**src/design/ktcr_pkg.sv**
```systemverilog
// Shared types and constants for the k-ary tree child rank generator.
// Used by ktcr_ctrl, ktcr_dp and kary_tree_child_ranks_core; no dependencies.
package ktcr_pkg;

  // Field widths of the stream items and configuration registers.
  localparam int unsigned RANK_W  = 16;
  localparam int unsigned ARITY_W = 5;
  localparam int unsigned CHILD_W = 5;
  localparam int unsigned CFG_IDX_W = 2;

  // Level size register: one level below 2^16 times an arity below 32.
  localparam int unsigned LVL_W = 21;
  // Child rank accumulator: wide enough that base + c * stride never wraps.
  localparam int unsigned ACC_W = 28;

  // Configuration register indexes.
  localparam logic [CFG_IDX_W-1:0] REG_ARITY      = 2'd0;
  localparam logic [CFG_IDX_W-1:0] REG_NODE_COUNT = 2'd1;
  localparam logic [CFG_IDX_W-1:0] REG_ORDER_MODE = 2'd2;

  // Order modes.
  localparam logic ORDER_INTERLEAVED = 1'b0;
  localparam logic ORDER_HEAP        = 1'b1;

  typedef enum logic [1:0] {
    ST_IDLE,
    ST_SEARCH,
    ST_EMIT
  } state_t;

  // Commands from the controller to the datapath.
  typedef struct packed {
    logic load;          // capture a new sender and set up the first child
    logic search_step;   // remove one level size and scale it by k
    logic search_done;   // level found: set stride and first child
    logic emit;          // push the current child into the output register
  } cmd_t;

  // Status from the datapath to the controller.
  typedef struct packed {
    logic reject;        // new sender has no children (k is zero or outside tree)
    logic direct;        // stride is one, no level search needed
    logic rem_ge_lvl;    // remaining rank still covers the current level
    logic r_ge_n;        // current child lies past the end of the tree
    logic last_child;    // current child is the final one kept
    logic out_free;      // output register can take a new item this cycle
  } status_t;

endpackage

```
**src/design/ktcr_ctrl.sv**
```systemverilog
// Controller state machine of the k-ary tree child rank generator.
// Depends on ktcr_pkg; drives commands into ktcr_dp and reads its status.
module ktcr_ctrl (
  input  logic             clk,
  input  logic             rst,
  input  logic             s_tvalid,
  output logic             s_tready,
  input  ktcr_pkg::status_t status,
  output ktcr_pkg::cmd_t    cmd
);
  import ktcr_pkg::*;

  state_t state;
  state_t state_next;
  logic   accept;

  assign accept = s_tvalid && s_tready;

  // State register.
  always_ff @(posedge clk) begin
    if (rst) begin
      state <= ST_IDLE;
    end else begin
      state <= state_next;
    end
  end

  // Next state.
  always_comb begin
    state_next = state;
    case (state)
      ST_IDLE: begin
        if (accept && !status.reject) begin
          state_next = status.direct ? ST_EMIT : ST_SEARCH;
        end
      end
      ST_SEARCH: begin
        if (!status.rem_ge_lvl) begin
          state_next = ST_EMIT;
        end
      end
      ST_EMIT: begin
        if (status.r_ge_n) begin
          state_next = ST_IDLE;
        end else if (status.out_free && status.last_child) begin
          state_next = ST_IDLE;
        end
      end
      default: state_next = ST_IDLE;
    endcase
  end

  // Outputs. No item is taken while reset is held.
  always_comb begin
    s_tready         = (state == ST_IDLE) && !rst;
    cmd.load         = accept;
    cmd.search_step  = (state == ST_SEARCH) && status.rem_ge_lvl;
    cmd.search_done  = (state == ST_SEARCH) && !status.rem_ge_lvl;
    cmd.emit         = (state == ST_EMIT) && !status.r_ge_n && status.out_free;
  end

endmodule

```
**src/design/ktcr_dp.sv**
```systemverilog
// Datapath of the k-ary tree child rank generator: level search, child
// accumulator and output register. Depends on ktcr_pkg; driven by ktcr_ctrl.
module ktcr_dp (
  input  logic                         clk,
  input  logic                         rst,
  input  ktcr_pkg::cmd_t               cmd,
  output ktcr_pkg::status_t            status,
  input  logic [ktcr_pkg::RANK_W-1:0]  sender,
  input  logic [ktcr_pkg::ARITY_W-1:0] arity,
  input  logic [ktcr_pkg::RANK_W-1:0]  node_count,
  input  logic                         order_mode,
  output logic                         out_valid,
  input  logic                         out_ready,
  output logic [ktcr_pkg::RANK_W-1:0]  receiver,
  output logic [ktcr_pkg::CHILD_W-1:0] child_index,
  output logic                         last
);
  import ktcr_pkg::*;

  logic [RANK_W-1:0]  s_reg;
  logic [RANK_W-1:0]  n_reg;
  logic [ARITY_W-1:0] k_reg;
  logic [RANK_W-1:0]  rem;
  logic [LVL_W-1:0]   lvl;
  logic [LVL_W-1:0]   stride;
  logic [ACC_W-1:0]   r;
  logic [CHILD_W-1:0] c;

  logic [ACC_W-1:0]   r_step;
  logic [LVL_W-1:0]   heap_base;
  logic [LVL_W-1:0]   lvl_scaled;

  // Status for the controller.
  assign r_step     = r + ACC_W'(stride);
  assign heap_base  = LVL_W'(arity) * LVL_W'(sender);
  assign lvl_scaled = lvl * LVL_W'(k_reg);

  always_comb begin
    status.reject     = (arity == '0) || (sender >= node_count);
    status.direct     = (order_mode == ORDER_HEAP) || (arity == ARITY_W'(1));
    status.rem_ge_lvl = LVL_W'(rem) >= lvl;
    status.r_ge_n     = r >= ACC_W'(n_reg);
    status.last_child = (CHILD_W'(c) == CHILD_W'(k_reg)) || (r_step >= ACC_W'(n_reg));
    status.out_free   = !out_valid || out_ready;
  end

  // Sender, level search and child accumulator.
  always_ff @(posedge clk) begin
    if (cmd.load) begin
      s_reg  <= sender;
      n_reg  <= node_count;
      k_reg  <= arity;
      rem    <= sender;
      lvl    <= LVL_W'(1);
      stride <= LVL_W'(1);
      c      <= CHILD_W'(1);
      if (order_mode == ORDER_HEAP) begin
        r <= ACC_W'(heap_base) + ACC_W'(1);
      end else begin
        r <= ACC_W'(sender) + ACC_W'(1);
      end
    end else if (cmd.search_step) begin
      rem <= rem - lvl[RANK_W-1:0];
      lvl <= lvl_scaled;
    end else if (cmd.search_done) begin
      stride <= lvl;
      r      <= ACC_W'(s_reg) + ACC_W'(lvl);
    end else if (cmd.emit) begin
      r <= r_step;
      c <= c + CHILD_W'(1);
    end
  end

  // Output register; holds one item until the sink takes it.
  always_ff @(posedge clk) begin
    if (rst) begin
      out_valid <= 1'b0;
    end else if (cmd.emit) begin
      out_valid <= 1'b1;
    end else if (out_ready) begin
      out_valid <= 1'b0;
    end
  end

  always_ff @(posedge clk) begin
    if (cmd.emit) begin
      receiver    <= r[RANK_W-1:0];
      child_index <= c;
      last        <= status.last_child;
    end
  end

endmodule

```
**src/design/kary_tree_child_ranks_core.sv**
```systemverilog
// Each sender rank accepted on the slave stream produces, in child order, the
// ranks of its children in a k-ary broadcast tree over node_count nodes, the
// final one marked with tlast; a sender at or beyond node_count, or an arity
// of zero, produces nothing. In interleaved order (order_mode 0) the sender's
// level L is found by a search loop that removes one level size per cycle; an
// item is entered, the loop runs L search steps and a step to close the search,
// and then the children are emitted one after another (up to arity; none when no
// child fits), held back whenever the master side stalls; in heap order and for
// arity one there is no search. One item is worked on at a time; the next is
// taken as soon as the last child sits in the output register. Arity above
// MAX_ARITY is treated as MAX_ARITY, and ranks are reduced to RANK_BITS bits.
//
// Top level: configuration registers and stream ports. Depends on ktcr_pkg,
// ktcr_ctrl and ktcr_dp.
module kary_tree_child_ranks_core #(
  parameter int unsigned RANK_BITS = 16,
  parameter int unsigned MAX_ARITY = 16
) (
  input  logic                           clk,
  input  logic                           rst,
  // Configuration write port.
  input  logic                           cfg_we,
  input  logic [ktcr_pkg::CFG_IDX_W-1:0] cfg_index,
  input  logic [ktcr_pkg::RANK_W-1:0]    cfg_data,
  // Slave stream. tdata: sender [15:0].
  input  logic                           s_tvalid,
  output logic                           s_tready,
  input  logic [15:0]                    s_tdata,
  // Master stream. tdata: receiver [15:0], child_index [20:16], zero [23:21].
  output logic                           m_tvalid,
  input  logic                           m_tready,
  output logic [23:0]                    m_tdata,
  output logic                           m_tlast
);
  import ktcr_pkg::*;

  localparam int unsigned SatArity = (MAX_ARITY > 31) ? 31 : MAX_ARITY;
  localparam logic [RANK_W-1:0] RankMask = (RANK_BITS >= RANK_W) ? {RANK_W{1'b1}} :
                                           RANK_W'((64'd1 << RANK_BITS) - 64'd1);

  logic [ARITY_W-1:0] arity;
  logic [RANK_W-1:0]  node_count;
  logic               order_mode;

  logic [ARITY_W-1:0] arity_sat;
  logic [RANK_W-1:0]  sender_masked;
  logic [RANK_W-1:0]  node_count_masked;
  logic [RANK_W-1:0]  receiver;
  logic [CHILD_W-1:0] child_index;

  cmd_t    cmd;
  status_t status;

  // Configuration registers.
  always_ff @(posedge clk) begin
    if (rst) begin
      arity      <= ARITY_W'(2);
      node_count <= RANK_W'(16);
      order_mode <= ORDER_INTERLEAVED;
    end else if (cfg_we) begin
      case (cfg_index)
        REG_ARITY:      arity      <= cfg_data[ARITY_W-1:0];
        REG_NODE_COUNT: node_count <= cfg_data;
        REG_ORDER_MODE: order_mode <= cfg_data[0];
        default: ;
      endcase
    end
  end

  // Arity saturation and rank width reduction.
  assign arity_sat = (arity > ARITY_W'(SatArity)) ? ARITY_W'(SatArity) : arity;
  assign sender_masked     = s_tdata & RankMask;
  assign node_count_masked = node_count & RankMask;

  ktcr_ctrl u_ctrl (
    .clk      (clk),
    .rst      (rst),
    .s_tvalid (s_tvalid),
    .s_tready (s_tready),
    .status   (status),
    .cmd      (cmd)
  );

  ktcr_dp u_dp (
    .clk         (clk),
    .rst         (rst),
    .cmd         (cmd),
    .status      (status),
    .sender      (sender_masked),
    .arity       (arity_sat),
    .node_count  (node_count_masked),
    .order_mode  (order_mode),
    .out_valid   (m_tvalid),
    .out_ready   (m_tready),
    .receiver    (receiver),
    .child_index (child_index),
    .last        (m_tlast)
  );

  assign m_tdata = {3'b000, child_index, receiver};

endmodule

```
**config.mk**
```make
export PLATFORM = sky130hd
export DESIGN_NAME = kary_tree_child_ranks_core
export DESIGN_NICKNAME = d
export VERILOG_FILES = /design/src/design/ktcr_pkg.sv /design/src/design/ktcr_ctrl.sv /design/src/design/ktcr_dp.sv /design/src/design/kary_tree_child_ranks_core.sv
export SDC_FILE = /design/constraint.sdc
export NUM_CORES = 1
export LEC_CHECK = 0
export BUFFER_PORTS_ARGS = -buffer_cell sky130_fd_sc_hd__buf_4
export CAP_MARGIN = 20
export CELL_PAD_IN_SITES_DETAIL_PLACEMENT = 2
export CELL_PAD_IN_SITES_GLOBAL_PLACEMENT = 2
export CORE_MARGIN = 1
export CORE_UTILIZATION = 40
export DETAILED_ROUTE_END_ITERATION = 12
export PLACE_DENSITY_LB_ADDON = 0.25
export SLEW_MARGIN = 20
export SYNTH_ARGS = -nofsm -noshare
export SYNTH_HDL_FRONTEND = slang
export SYNTH_SLANG_ARGS = --single-unit
```
**constraint.sdc**
```tcl
create_clock -name clk -period 7.2 [get_ports clk]
set_clock_uncertainty 0.2 [all_clocks]
set_input_delay 0.72 -clock clk [delete_from_list [all_inputs] [get_ports clk]]
set_output_delay 0.72 -clock clk [all_outputs]
set_load 0.005 [all_outputs]
```
==> run_summary.xml, run 1 <==
<?xml version="1.0" encoding="UTF-8"?>
<metrics>
  <group name="grt">
    <metric name="grt_pass1_vias" unit="">15070</metric>
    <metric name="grt_pass1_wl" unit="um">86620</metric>
    <metric name="global_route.overflow_total" unit="">0</metric>
    <metric name="grt_start_max_net_pins" unit="">46</metric>
    <metric name="number_of_antenna_violations_at_the_first_check_in_global_routing" unit="">1</metric>
    <metric name="gr-usage-all-layers" unit="%">27.83</metric>
  </group>
  <group name="critical_path">
    <metric name="cp_data_arrival_time" unit="ns">6.38</metric>
    <metric name="r2r_start" unit="">arity[4]$_SDFFE_PP0P_</metric>
    <metric name="crit_required" unit="ns">7.19</metric>
    <metric name="timing.critical_path.fanout_max" unit="">24</metric>
    <metric name="delay_contributed_by_the_slowest_stage_of_the_critical_path" unit="ns">0.70</metric>
    <metric name="path_cells" unit="">nor2b_2 &gt; nand2_1 &gt; fa_1 &gt; fa_1 &gt; fa_1 &gt; inv_1 &gt; ha_1 &gt; o21ai_0 &gt; o21ai_0 &gt; a211oi_1 &gt; o21ai_0 &gt; a311oi_1 &gt; o21ai_0 &gt; a211o_1 &gt; a31oi_1 &gt; a21oi_1</metric>
    <metric name="slowest_stage" unit="">sky130_fd_sc_hd__nor2b_2</metric>
    <metric name="worst-r2r-cell-count" unit="">16</metric>
    <metric name="crit_path_start_kind" unit="">flop</metric>
    <metric name="crit_path_end_kind" unit="">flop</metric>
    <metric name="critical_path_class" unit="">flop to flop</metric>
    <metric name="worstReg2RegEnd" unit="">u_dp.r[21]$_DFFE_PP_</metric>
    <metric name="setup.worst_path.start" unit="">arity[4]$_SDFFE_PP0P_</metric>
    <metric name="reg2reg_setup_slack" unit="ns">0.81</metric>
    <metric name="setup.worst_path.end" unit="">u_dp.r[21]$_DFFE_PP_</metric>
    <metric name="crit_top_cell" unit="">sky130_fd_sc_hd__o21ai_0</metric>
  </group>
  <group name="timing">
    <metric name="rsz_0062_raised_after_global_routing" unit="">no</metric>
    <metric name="timing_max_transition_violations_final" unit="">0</metric>
    <metric name="worst-slew-pin-transition" unit="ns">1.087</metric>
    <metric name="tns" unit="ns">0</metric>
    <metric name="setup_violating_endpoint_count_in_the_final_report" unit="">0</metric>
    <metric name="timing.fmax" unit="MHz">156.4</metric>
    <metric name="maxSlewHeadroom" unit="%">25.68</metric>
    <metric name="hold_viol_final" unit="">0</metric>
    <metric name="timing.final.crit_period" unit="ns">6.393</metric>
    <metric name="finalCritPeriodShare" unit="%">88.79</metric>
  </group>
  <group name="final_layout">
    <metric name="largest_register_by_flop_count" unit="">u_dp.r</metric>
    <metric name="num-fill-cells" unit="">4306</metric>
    <metric name="final_core_utilization" unit="%">44.77</metric>
    <metric name="antennaDiodeCount" unit="">0</metric>
    <metric name="final_net_count" unit="">2088</metric>
    <metric name="largest_register_ff_count" unit="">28</metric>
    <metric name="area_growth_syn_to_layout" unit="%">9.664</metric>
    <metric name="largest_registers" unit="">u_dp.r (28), u_dp.lvl (21), u_dp.stride (21)</metric>
    <metric name="multiInputGateArea" unit="um2">10420</metric>
    <metric name="drive_above_1_share" unit="%">6.803</metric>
    <metric name="seqCellArea" unit="um2">4534</metric>
  </group>
  <group name="yosys">
    <metric name="synthesis.instances" unit="">1780</metric>
    <metric name="ys_ff_latch" unit="">175</metric>
    <metric name="synth.yosys.warnings" unit="">0</metric>
    <metric name="synth.top_cells.by_area" unit="">sky130_fd_sc_hd__edfxtp_1 19%, sky130_fd_sc_hd__ha_1 13%, sky130_fd_sc_hd__fa_1 12%, sky130_fd_sc_hd__dfxtp_1 9.1%, sky130_fd_sc_hd__nand2_1 5.1%</metric>
    <metric name="synth_area_per_cell" unit="um2">8.925</metric>
    <metric name="ys_dominant_reg_cell" unit="">sky130_fd_sc_hd__edfxtp_1</metric>
    <metric name="ys_async_sr_fraction" unit="%">0</metric>
    <metric name="leading_area_contributor_after_synthesis" unit="">sky130_fd_sc_hd__edfxtp_1</metric>
    <metric name="ys_top_cells_by_count" unit="">217 x sky130_fd_sc_hd__nand2_1, 166 x sky130_fd_sc_hd__inv_1, 159 x sky130_fd_sc_hd__ha_1</metric>
    <metric name="yosysTopAreaCellShare" unit="%">19.47</metric>
    <metric name="synth_enable_flop_cells" unit="">103</metric>
    <metric name="yosys_cell_types" unit="">75</metric>
    <metric name="yosysMostFrequentCell" unit="">sky130_fd_sc_hd__nand2_1</metric>
    <metric name="yosysSeqAreaShare" unit="%">28.54</metric>
    <metric name="syn-cell-area" unit="um2">15890</metric>
  </group>
  <group name="pwr">
    <metric name="power.clock.fraction" unit="%">27.3</metric>
    <metric name="power" unit="mW">3.866</metric>
    <metric name="cellInternalPower" unit="mW">2.361</metric>
    <metric name="switchingPower" unit="mW">1.505</metric>
    <metric name="sequentialPowerShare" unit="%">34.0</metric>
    <metric name="combPwrFrac" unit="%">38.7</metric>
    <metric name="vdd_ir_drop_max" unit="uV">179.6</metric>
    <metric name="power_density_over_the_cells" unit="nW/um2">221.9</metric>
    <metric name="sw_frac_of_total" unit="%">38.93</metric>
    <metric name="total_leakage_power" unit="nW">7.677</metric>
  </group>
  <group name="clock_tree">
    <metric name="number_of_post_cts_setup_repair_buffers" unit="">0</metric>
    <metric name="cts.sinks" unit="">175</metric>
    <metric name="clockRootBuffer" unit="">sky130_fd_sc_hd__clkbuf_16</metric>
    <metric name="clock_buffers_created_by_tritoncts" unit="">17</metric>
    <metric name="maximum_buffer_depth_of_the_clock_tree" unit="">2</metric>
    <metric name="tritoncts" unit="">yes</metric>
    <metric name="post_cts_resize_count" unit="">0</metric>
    <metric name="cts.htree.levels" unit="">4</metric>
    <metric name="cts_hold_bufs" unit="">0</metric>
    <metric name="worstSkewPairLatency" unit="ns">0.47</metric>
    <metric name="clkTransAtPathRegs" unit="ns">0.08</metric>
  </group>
  <group name="route">
    <metric name="via_per_inst" unit="">5.672</metric>
    <metric name="drc" unit="">0</metric>
    <metric name="wl_per_cell" unit="um">23.61</metric>
    <metric name="drt_first_pass_iters" unit="">5</metric>
    <metric name="initialDrtViolationCount" unit="">587</metric>
    <metric name="ant_nets" unit="">0</metric>
    <metric name="vias" unit="">13190</metric>
    <metric name="drt-total-wl" unit="um">54910</metric>
  </group>
  <group name="floorplan">
    <metric name="core_area" unit="um2">38920</metric>
    <metric name="die_area" unit="um2">40520</metric>
    <metric name="initial_utilization" unit="%">40.82</metric>
    <metric name="chipHeight" unit="um">201.3</metric>
    <metric name="number_of_top_level_pins" unit="">66</metric>
    <metric name="num_rows" unit="">72</metric>
    <metric name="dieWidth" unit="um">201.3</metric>
  </group>
  <group name="status">
    <metric name="run_status" unit="">finished clean</metric>
  </group>
  <group name="placed_design">
    <metric name="place.gp.congestion" unit="">0.8561</metric>
    <metric name="port-buffer-count" unit="">62</metric>
    <metric name="place_hpwl" unit="um">42200</metric>
  </group>
  <group name="min_path">
    <metric name="worst_hold_path_type" unit="">flop to flop</metric>
  </group>
  <group name="job">
    <metric name="drv.max_cap_violation_count" unit="">0</metric>
  </group>
</metrics>
stage by stage:
step                setup WS (ns)  hold slack [ns]  std cells  instance area (um2)
detailed placement         0.4668           0.2466       2293                16760
global placement           0.7824           0.2417       2293                16760
global route               0.3495           0.2779       2326                17420
CTS                        0.4221           0.2645       2325                17400
finish                     0.8073           0.2635       2326                17420
floorplan                   1.887           0.2082       1782                15890
final cells by class:
cell class / count / area share (%)
Multi-Input combinational cell: 1361 / 59.80
Sequential cell: 175 / 26.03
Tap cell: 518 / 3.720
Inverter: 167 / 3.612
Timing Repair Buffer: 73 / 3.189
Clock buffer: 19 / 2.664
Clock inverter: 13 / 0.9911
per-layer routing:
layer	global-route usage (%)	vias to the layer above	wire (um)
met1	34.07	6737	24170
met4	12.28	2	2100
li1	-	6126	-
met5	0	-	9
met2	48.99	228	27250
met3	3.353	101	1377
power by group through the flow:
stage / logic (mW) / registers (mW) / clock network, mW
detailed placement: 1.47 / 1.34 / 0
CTS: 1.50 / 1.31 / 1.06
global route: 1.67 / 1.32 / 1.10
floorplan: 1.06 / 1.27 / 0
global placement: 1.37 / 1.33 / 0
finish: 1.50 / 1.31 / 1.05
cell families after synthesis:
| logic type | count (synthesis) | synth area share (%) |
|---|---|---|
| AO/OA/AOI/OAI | 365 | 14.73 |
| XOR/XNOR | 112 | 6.175 |
| adder cells (fa/ha/maj) | 254 | 24.49 |
| buffers and inverters | 246 | 6.041 |
| flip-flops | 175 | 28.54 |
| multiplexers | 29 | 1.827 |
| other | 1 | 0.02360 |
| AND/OR/NAND/NOR | 598 | 18.17 |
critical path, delay by kind of cell (launching register included):
family          cells  cell delay (ns)
flops               1             0.59
simple gates        2             0.87
compound gates      9             2.47
buf+inv             1             0.05
fa+ha+maj           4             1.94
placed cells by master (no fill, tap or decap), types with 5 or more instances in the layout:
cell type and instances:
sky130_fd_sc_hd__nand3_1 29, sky130_fd_sc_hd__nor2b_1 13, sky130_fd_sc_hd__inv_1 166, sky130_fd_sc_hd__nand4_1 17, sky130_fd_sc_hd__buf_4 72, sky130_fd_sc_hd__nor4_1 6, sky130_fd_sc_hd__and3_1 17, sky130_fd_sc_hd__a21oi_1 102
sky130_fd_sc_hd__nand2b_1 12, sky130_fd_sc_hd__nand3b_1 5, sky130_fd_sc_hd__nand2_1 216, sky130_fd_sc_hd__nor3_1 27, sky130_fd_sc_hd__xor2_1 48, sky130_fd_sc_hd__o21bai_1 11, sky130_fd_sc_hd__clkbuf_16 18, sky130_fd_sc_hd__and2_1 112
sky130_fd_sc_hd__a31oi_1 8, sky130_fd_sc_hd__a211o_1 10, sky130_fd_sc_hd__o2111ai_1 6, sky130_fd_sc_hd__o21ai_0 91, sky130_fd_sc_hd__o211ai_1 11, sky130_fd_sc_hd__a211oi_1 14, sky130_fd_sc_hd__o21a_1 18, sky130_fd_sc_hd__ha_1 159
sky130_fd_sc_hd__edfxtp_1 103, sky130_fd_sc_hd__xnor2_1 64, sky130_fd_sc_hd__or3_1 6, sky130_fd_sc_hd__fa_1 95, sky130_fd_sc_hd__o31ai_1 11, sky130_fd_sc_hd__mux2i_1 29, sky130_fd_sc_hd__a221oi_1 5, sky130_fd_sc_hd__dfxtp_1 72
sky130_fd_sc_hd__nor2_1 114, sky130_fd_sc_hd__a21o_1 34
worst min-delay path by stage:
stage	startpoint	end	slack (ns)	cells after the start
after floorplan	node_count[4]$_SDFFE_PP1P_	u_dp.n_reg[4]$_DFFE_PP_	0.21	0
after global placement	node_count[2]$_SDFFE_PP0P_	u_dp.n_reg[2]$_DFFE_PP_	0.24	0
after detailed placement	node_count[1]$_SDFFE_PP0P_	u_dp.n_reg[1]$_DFFE_PP_	0.25	0
after CTS	node_count[1]$_SDFFE_PP0P_	u_dp.n_reg[1]$_DFFE_PP_	0.26	0
after global routing	cfg_data[1]	arity[1]$_SDFFE_PP1P_	0.28	2
final	node_count[1]$_SDFFE_PP0P_	u_dp.n_reg[1]$_DFFE_PP_	0.26	0
Power figures use the tool's default switching activity.
==> run 2, diff against run 1 <==
--- a/config.mk
+++ b/config.mk
@@ -9,7 +9,7 @@
 export CAP_MARGIN = 20
 export CELL_PAD_IN_SITES_DETAIL_PLACEMENT = 2
 export CELL_PAD_IN_SITES_GLOBAL_PLACEMENT = 2
-export CORE_MARGIN = 1
+export CORE_MARGIN = 8
 export CORE_UTILIZATION = 40
 export DETAILED_ROUTE_END_ITERATION = 12
 export PLACE_DENSITY_LB_ADDON = 0.25
==> run 2 against run 1 <==
Clock power is 4% lower. Sequential share of layout area hardly changed. Highest routed layer is now met4. Sequential power hardly changed. Register-to-register slack worse by 0.17 ns. Combinational power hardly changed. Final cell count is 0.30% higher. Non-clock buffer count stayed put. Largest cell class unchanged. Setup slack worse by 0.17 ns. Wire length hardly changed.
==> run_summary.xml, run 2 (synthesis results as in run 1) <==
<?xml version="1.0" encoding="UTF-8"?>
<metrics>
  <group name="critical_path">
    <metric name="crit_path_start_kind" unit="">flop</metric>
    <metric name="critical_path_class" unit="">flop to flop</metric>
    <metric name="crit_top_cell" unit="">sky130_fd_sc_hd__o21ai_0</metric>
    <metric name="slowest_stage" unit="">sky130_fd_sc_hd__nor2b_2</metric>
    <metric name="crit_buf_inv" unit="">1</metric>
    <metric name="crit_path_end_kind" unit="">flop</metric>
    <metric name="timing.critical_path.fanout_max" unit="">24</metric>
    <metric name="delay_contributed_by_the_slowest_stage_of_the_critical_path" unit="ns">0.67</metric>
    <metric name="crit_required" unit="ns">7.24</metric>
    <metric name="reg2reg_setup_slack" unit="ns">0.64</metric>
    <metric name="cp_data_arrival_time" unit="ns">6.60</metric>
    <metric name="cp_top_family" unit="">compound AO/OA/AOI/OAI gates</metric>
    <metric name="path_cells" unit="">nor2b_2 &gt; nand2_1 &gt; fa_1 &gt; fa_1 &gt; fa_1 &gt; inv_1 &gt; ha_1 &gt; o21ai_0 &gt; o21ai_0 &gt; a211oi_1 &gt; o21ai_0 &gt; a311oi_1 &gt; o21ai_0 &gt; a211o_1 &gt; a31oi_1 &gt; a21oi_1</metric>
  </group>
  <group name="timing">
    <metric name="setup_violating_endpoint_count_in_the_final_report" unit="">0</metric>
    <metric name="tns" unit="ns">0</metric>
    <metric name="timing.final.crit_period" unit="ns">6.559</metric>
    <metric name="finalCritPeriodShare" unit="%">91.10</metric>
    <metric name="maxSlewHeadroom" unit="%">29.89</metric>
    <metric name="timing.fmax" unit="MHz">152.5</metric>
    <metric name="rsz_0062_raised_after_global_routing" unit="">no</metric>
    <metric name="timing_max_transition_violations_final" unit="">0</metric>
    <metric name="worst-slew-pin-transition" unit="ns">1.051</metric>
    <metric name="hold_viol_final" unit="">0</metric>
    <metric name="timing.hold.ws" unit="ns">0.2481</metric>
  </group>
  <group name="job">
    <metric name="drv.max_cap_violation_count" unit="">0</metric>
  </group>
  <group name="clock_tree">
    <metric name="number_of_post_cts_setup_repair_buffers" unit="">0</metric>
    <metric name="worstSkewPairLatency" unit="ns">0.51</metric>
    <metric name="post_cts_resize_count" unit="">0</metric>
    <metric name="cts_hold_bufs" unit="">0</metric>
    <metric name="clkTransAtPathRegs" unit="ns">0.07</metric>
    <metric name="cts.htree.levels" unit="">4</metric>
    <metric name="tritoncts" unit="">yes</metric>
    <metric name="clockRootBuffer" unit="">sky130_fd_sc_hd__clkbuf_16</metric>
    <metric name="cts.sinks" unit="">175</metric>
    <metric name="maximum_buffer_depth_of_the_clock_tree" unit="">2</metric>
    <metric name="clock_buffers_created_by_tritoncts" unit="">17</metric>
  </group>
  <group name="floorplan">
    <metric name="initial_utilization" unit="%">40.26</metric>
    <metric name="core_area" unit="um2">39460</metric>
    <metric name="number_of_top_level_pins" unit="">66</metric>
    <metric name="die_area" unit="um2">46350</metric>
    <metric name="num_rows" unit="">73</metric>
    <metric name="dieWidth" unit="um">215.3</metric>
    <metric name="chipHeight" unit="um">215.3</metric>
  </group>
  <group name="pwr">
    <metric name="combPwrFrac" unit="%">38.9</metric>
    <metric name="sw_frac_of_total" unit="%">39.33</metric>
    <metric name="sequentialPowerShare" unit="%">34.6</metric>
    <metric name="vdd_ir_drop_max" unit="uV">174.6</metric>
    <metric name="cellInternalPower" unit="mW">2.311</metric>
    <metric name="power_density_over_the_cells" unit="nW/um2">218.9</metric>
    <metric name="power.clock.fraction" unit="%">26.5</metric>
    <metric name="switchingPower" unit="mW">1.498</metric>
    <metric name="total_leakage_power" unit="nW">7.663</metric>
  </group>
  <group name="final_layout">
    <metric name="largest_registers" unit="">u_dp.r (28), u_dp.lvl (21), u_dp.stride (21)</metric>
    <metric name="largest_register_ff_count" unit="">28</metric>
    <metric name="final_common_cell" unit="">sky130_fd_sc_hd__nand2_1</metric>
    <metric name="finalNonFillerCells" unit="">2333</metric>
    <metric name="fin_area" unit="um2">17400</metric>
    <metric name="largest_register_by_flop_count" unit="">u_dp.r</metric>
    <metric name="final_core_utilization" unit="%">44.09</metric>
    <metric name="final_net_count" unit="">2088</metric>
    <metric name="area_growth_syn_to_layout" unit="%">9.498</metric>
    <metric name="antennaDiodeCount" unit="">0</metric>
    <metric name="most-common-layout-cells" unit="">216 x sky130_fd_sc_hd__nand2_1, 166 x sky130_fd_sc_hd__inv_1, 159 x sky130_fd_sc_hd__ha_1</metric>
    <metric name="drive_above_1_share" unit="%">6.803</metric>
  </group>
  <group name="route">
    <metric name="initialDrtViolationCount" unit="">561</metric>
    <metric name="drt_first_pass_iters" unit="">5</metric>
    <metric name="wl_per_cell" unit="um">23.53</metric>
    <metric name="ant_nets" unit="">0</metric>
    <metric name="drt-total-wl" unit="um">54900</metric>
    <metric name="via_per_inst" unit="">5.700</metric>
    <metric name="vias" unit="">13300</metric>
    <metric name="drc" unit="">0</metric>
  </group>
  <group name="placed_design">
    <metric name="place_hpwl" unit="um">43120</metric>
    <metric name="port-buffer-count" unit="">62</metric>
    <metric name="dpl.cell_count" unit="">2301</metric>
    <metric name="place.gp.congestion" unit="">0.8296</metric>
    <metric name="post_place_instance_area" unit="um2">16780</metric>
  </group>
  <group name="grt">
    <metric name="global_route.overflow_total" unit="">0</metric>
    <metric name="number_of_antenna_violations_at_the_first_check_in_global_routing" unit="">0</metric>
    <metric name="grt_pass1_vias" unit="">14970</metric>
    <metric name="gr-usage-all-layers" unit="%">23.95</metric>
    <metric name="grt_start_max_net_pins" unit="">62</metric>
    <metric name="grt_pass1_wl" unit="um">86750</metric>
  </group>
  <group name="status">
    <metric name="run_status" unit="">finished clean</metric>
  </group>
  <group name="min_path">
    <metric name="worst_hold_path_type" unit="">input pin to flop</metric>
  </group>
</metrics>
## run 2: path summary, 6_finish.rpt
check                            endpoint  cells past startpoint                        from
setup / recovery     u_dp.r[21]$_DFFE_PP_                     16       arity[4]$_SDFFE_PP0P_
hold / removal      arity[1]$_SDFFE_PP1P_                      2                 cfg_data[1]
setup reg to reg     u_dp.r[21]$_DFFE_PP_                     16       arity[4]$_SDFFE_PP0P_
hold reg to reg   u_dp.n_reg[4]$_DFFE_PP_                      0  node_count[4]$_SDFFE_PP1P_
## run 2: layout make-up
class / count / area, um2
clock buffer: 18 / 450.4
clock inverter: 14 / 155.1
fill: 4328 / 22060
inverter: 167 / 628.1
multi-input combinational: 1361 / 10420
sequential: 175 / 4534
tap: 525 / 656.9
timing repair buffer: 73 / 548.0
## run 2: worst register-to-register path, cell delays in order (launching register included)
cell	delay [ns]
sky130_fd_sc_hd__dfxtp_1	0.59
sky130_fd_sc_hd__nor2b_2	0.68
sky130_fd_sc_hd__nand2_1	0.19
sky130_fd_sc_hd__fa_1	0.51
sky130_fd_sc_hd__fa_1	0.53
sky130_fd_sc_hd__fa_1	0.55
sky130_fd_sc_hd__inv_1	0.04
sky130_fd_sc_hd__ha_1	0.37
sky130_fd_sc_hd__o21ai_0	0.30
sky130_fd_sc_hd__o21ai_0	0.21
sky130_fd_sc_hd__a211oi_1	0.45
sky130_fd_sc_hd__o21ai_0	0.34
sky130_fd_sc_hd__a311oi_1	0.48
sky130_fd_sc_hd__o21ai_0	0.27
sky130_fd_sc_hd__a211o_1	0.35
sky130_fd_sc_hd__a31oi_1	0.19
sky130_fd_sc_hd__a21oi_1	0.06
## run 2: per-layer routing
layer,vias up,part of all wire (%),GRT usage [%]
met3,92,2.9,3.202
met4,0,3.6,10.35
met1,6846,43,28.61
li1,6127,-,-
met2,233,51,42.56
met5,-,0,0
## run 2: power groups by stage
stage	logic, mW	clock network, mW	registers (mW)
2_1_floorplan	1.06	0	1.27
3_3_place_gp	1.37	0	1.33
3_5_place_dp	1.47	0	1.34
4_1_cts	1.49	1.03	1.32
5_1_grt	1.65	1.06	1.33
6_report	1.48	1.01	1.32
## run 2: per-stage QoR
stage / total power, mW / worst slack [ns]
after detailed placement: 2.812 / 0.2903
after global routing: 4.044 / 0.2915
after CTS: 3.841 / 0.2874
final: 3.809 / 0.6409
after floorplan: 2.334 / 1.887
after global placement: 2.703 / 0.7801
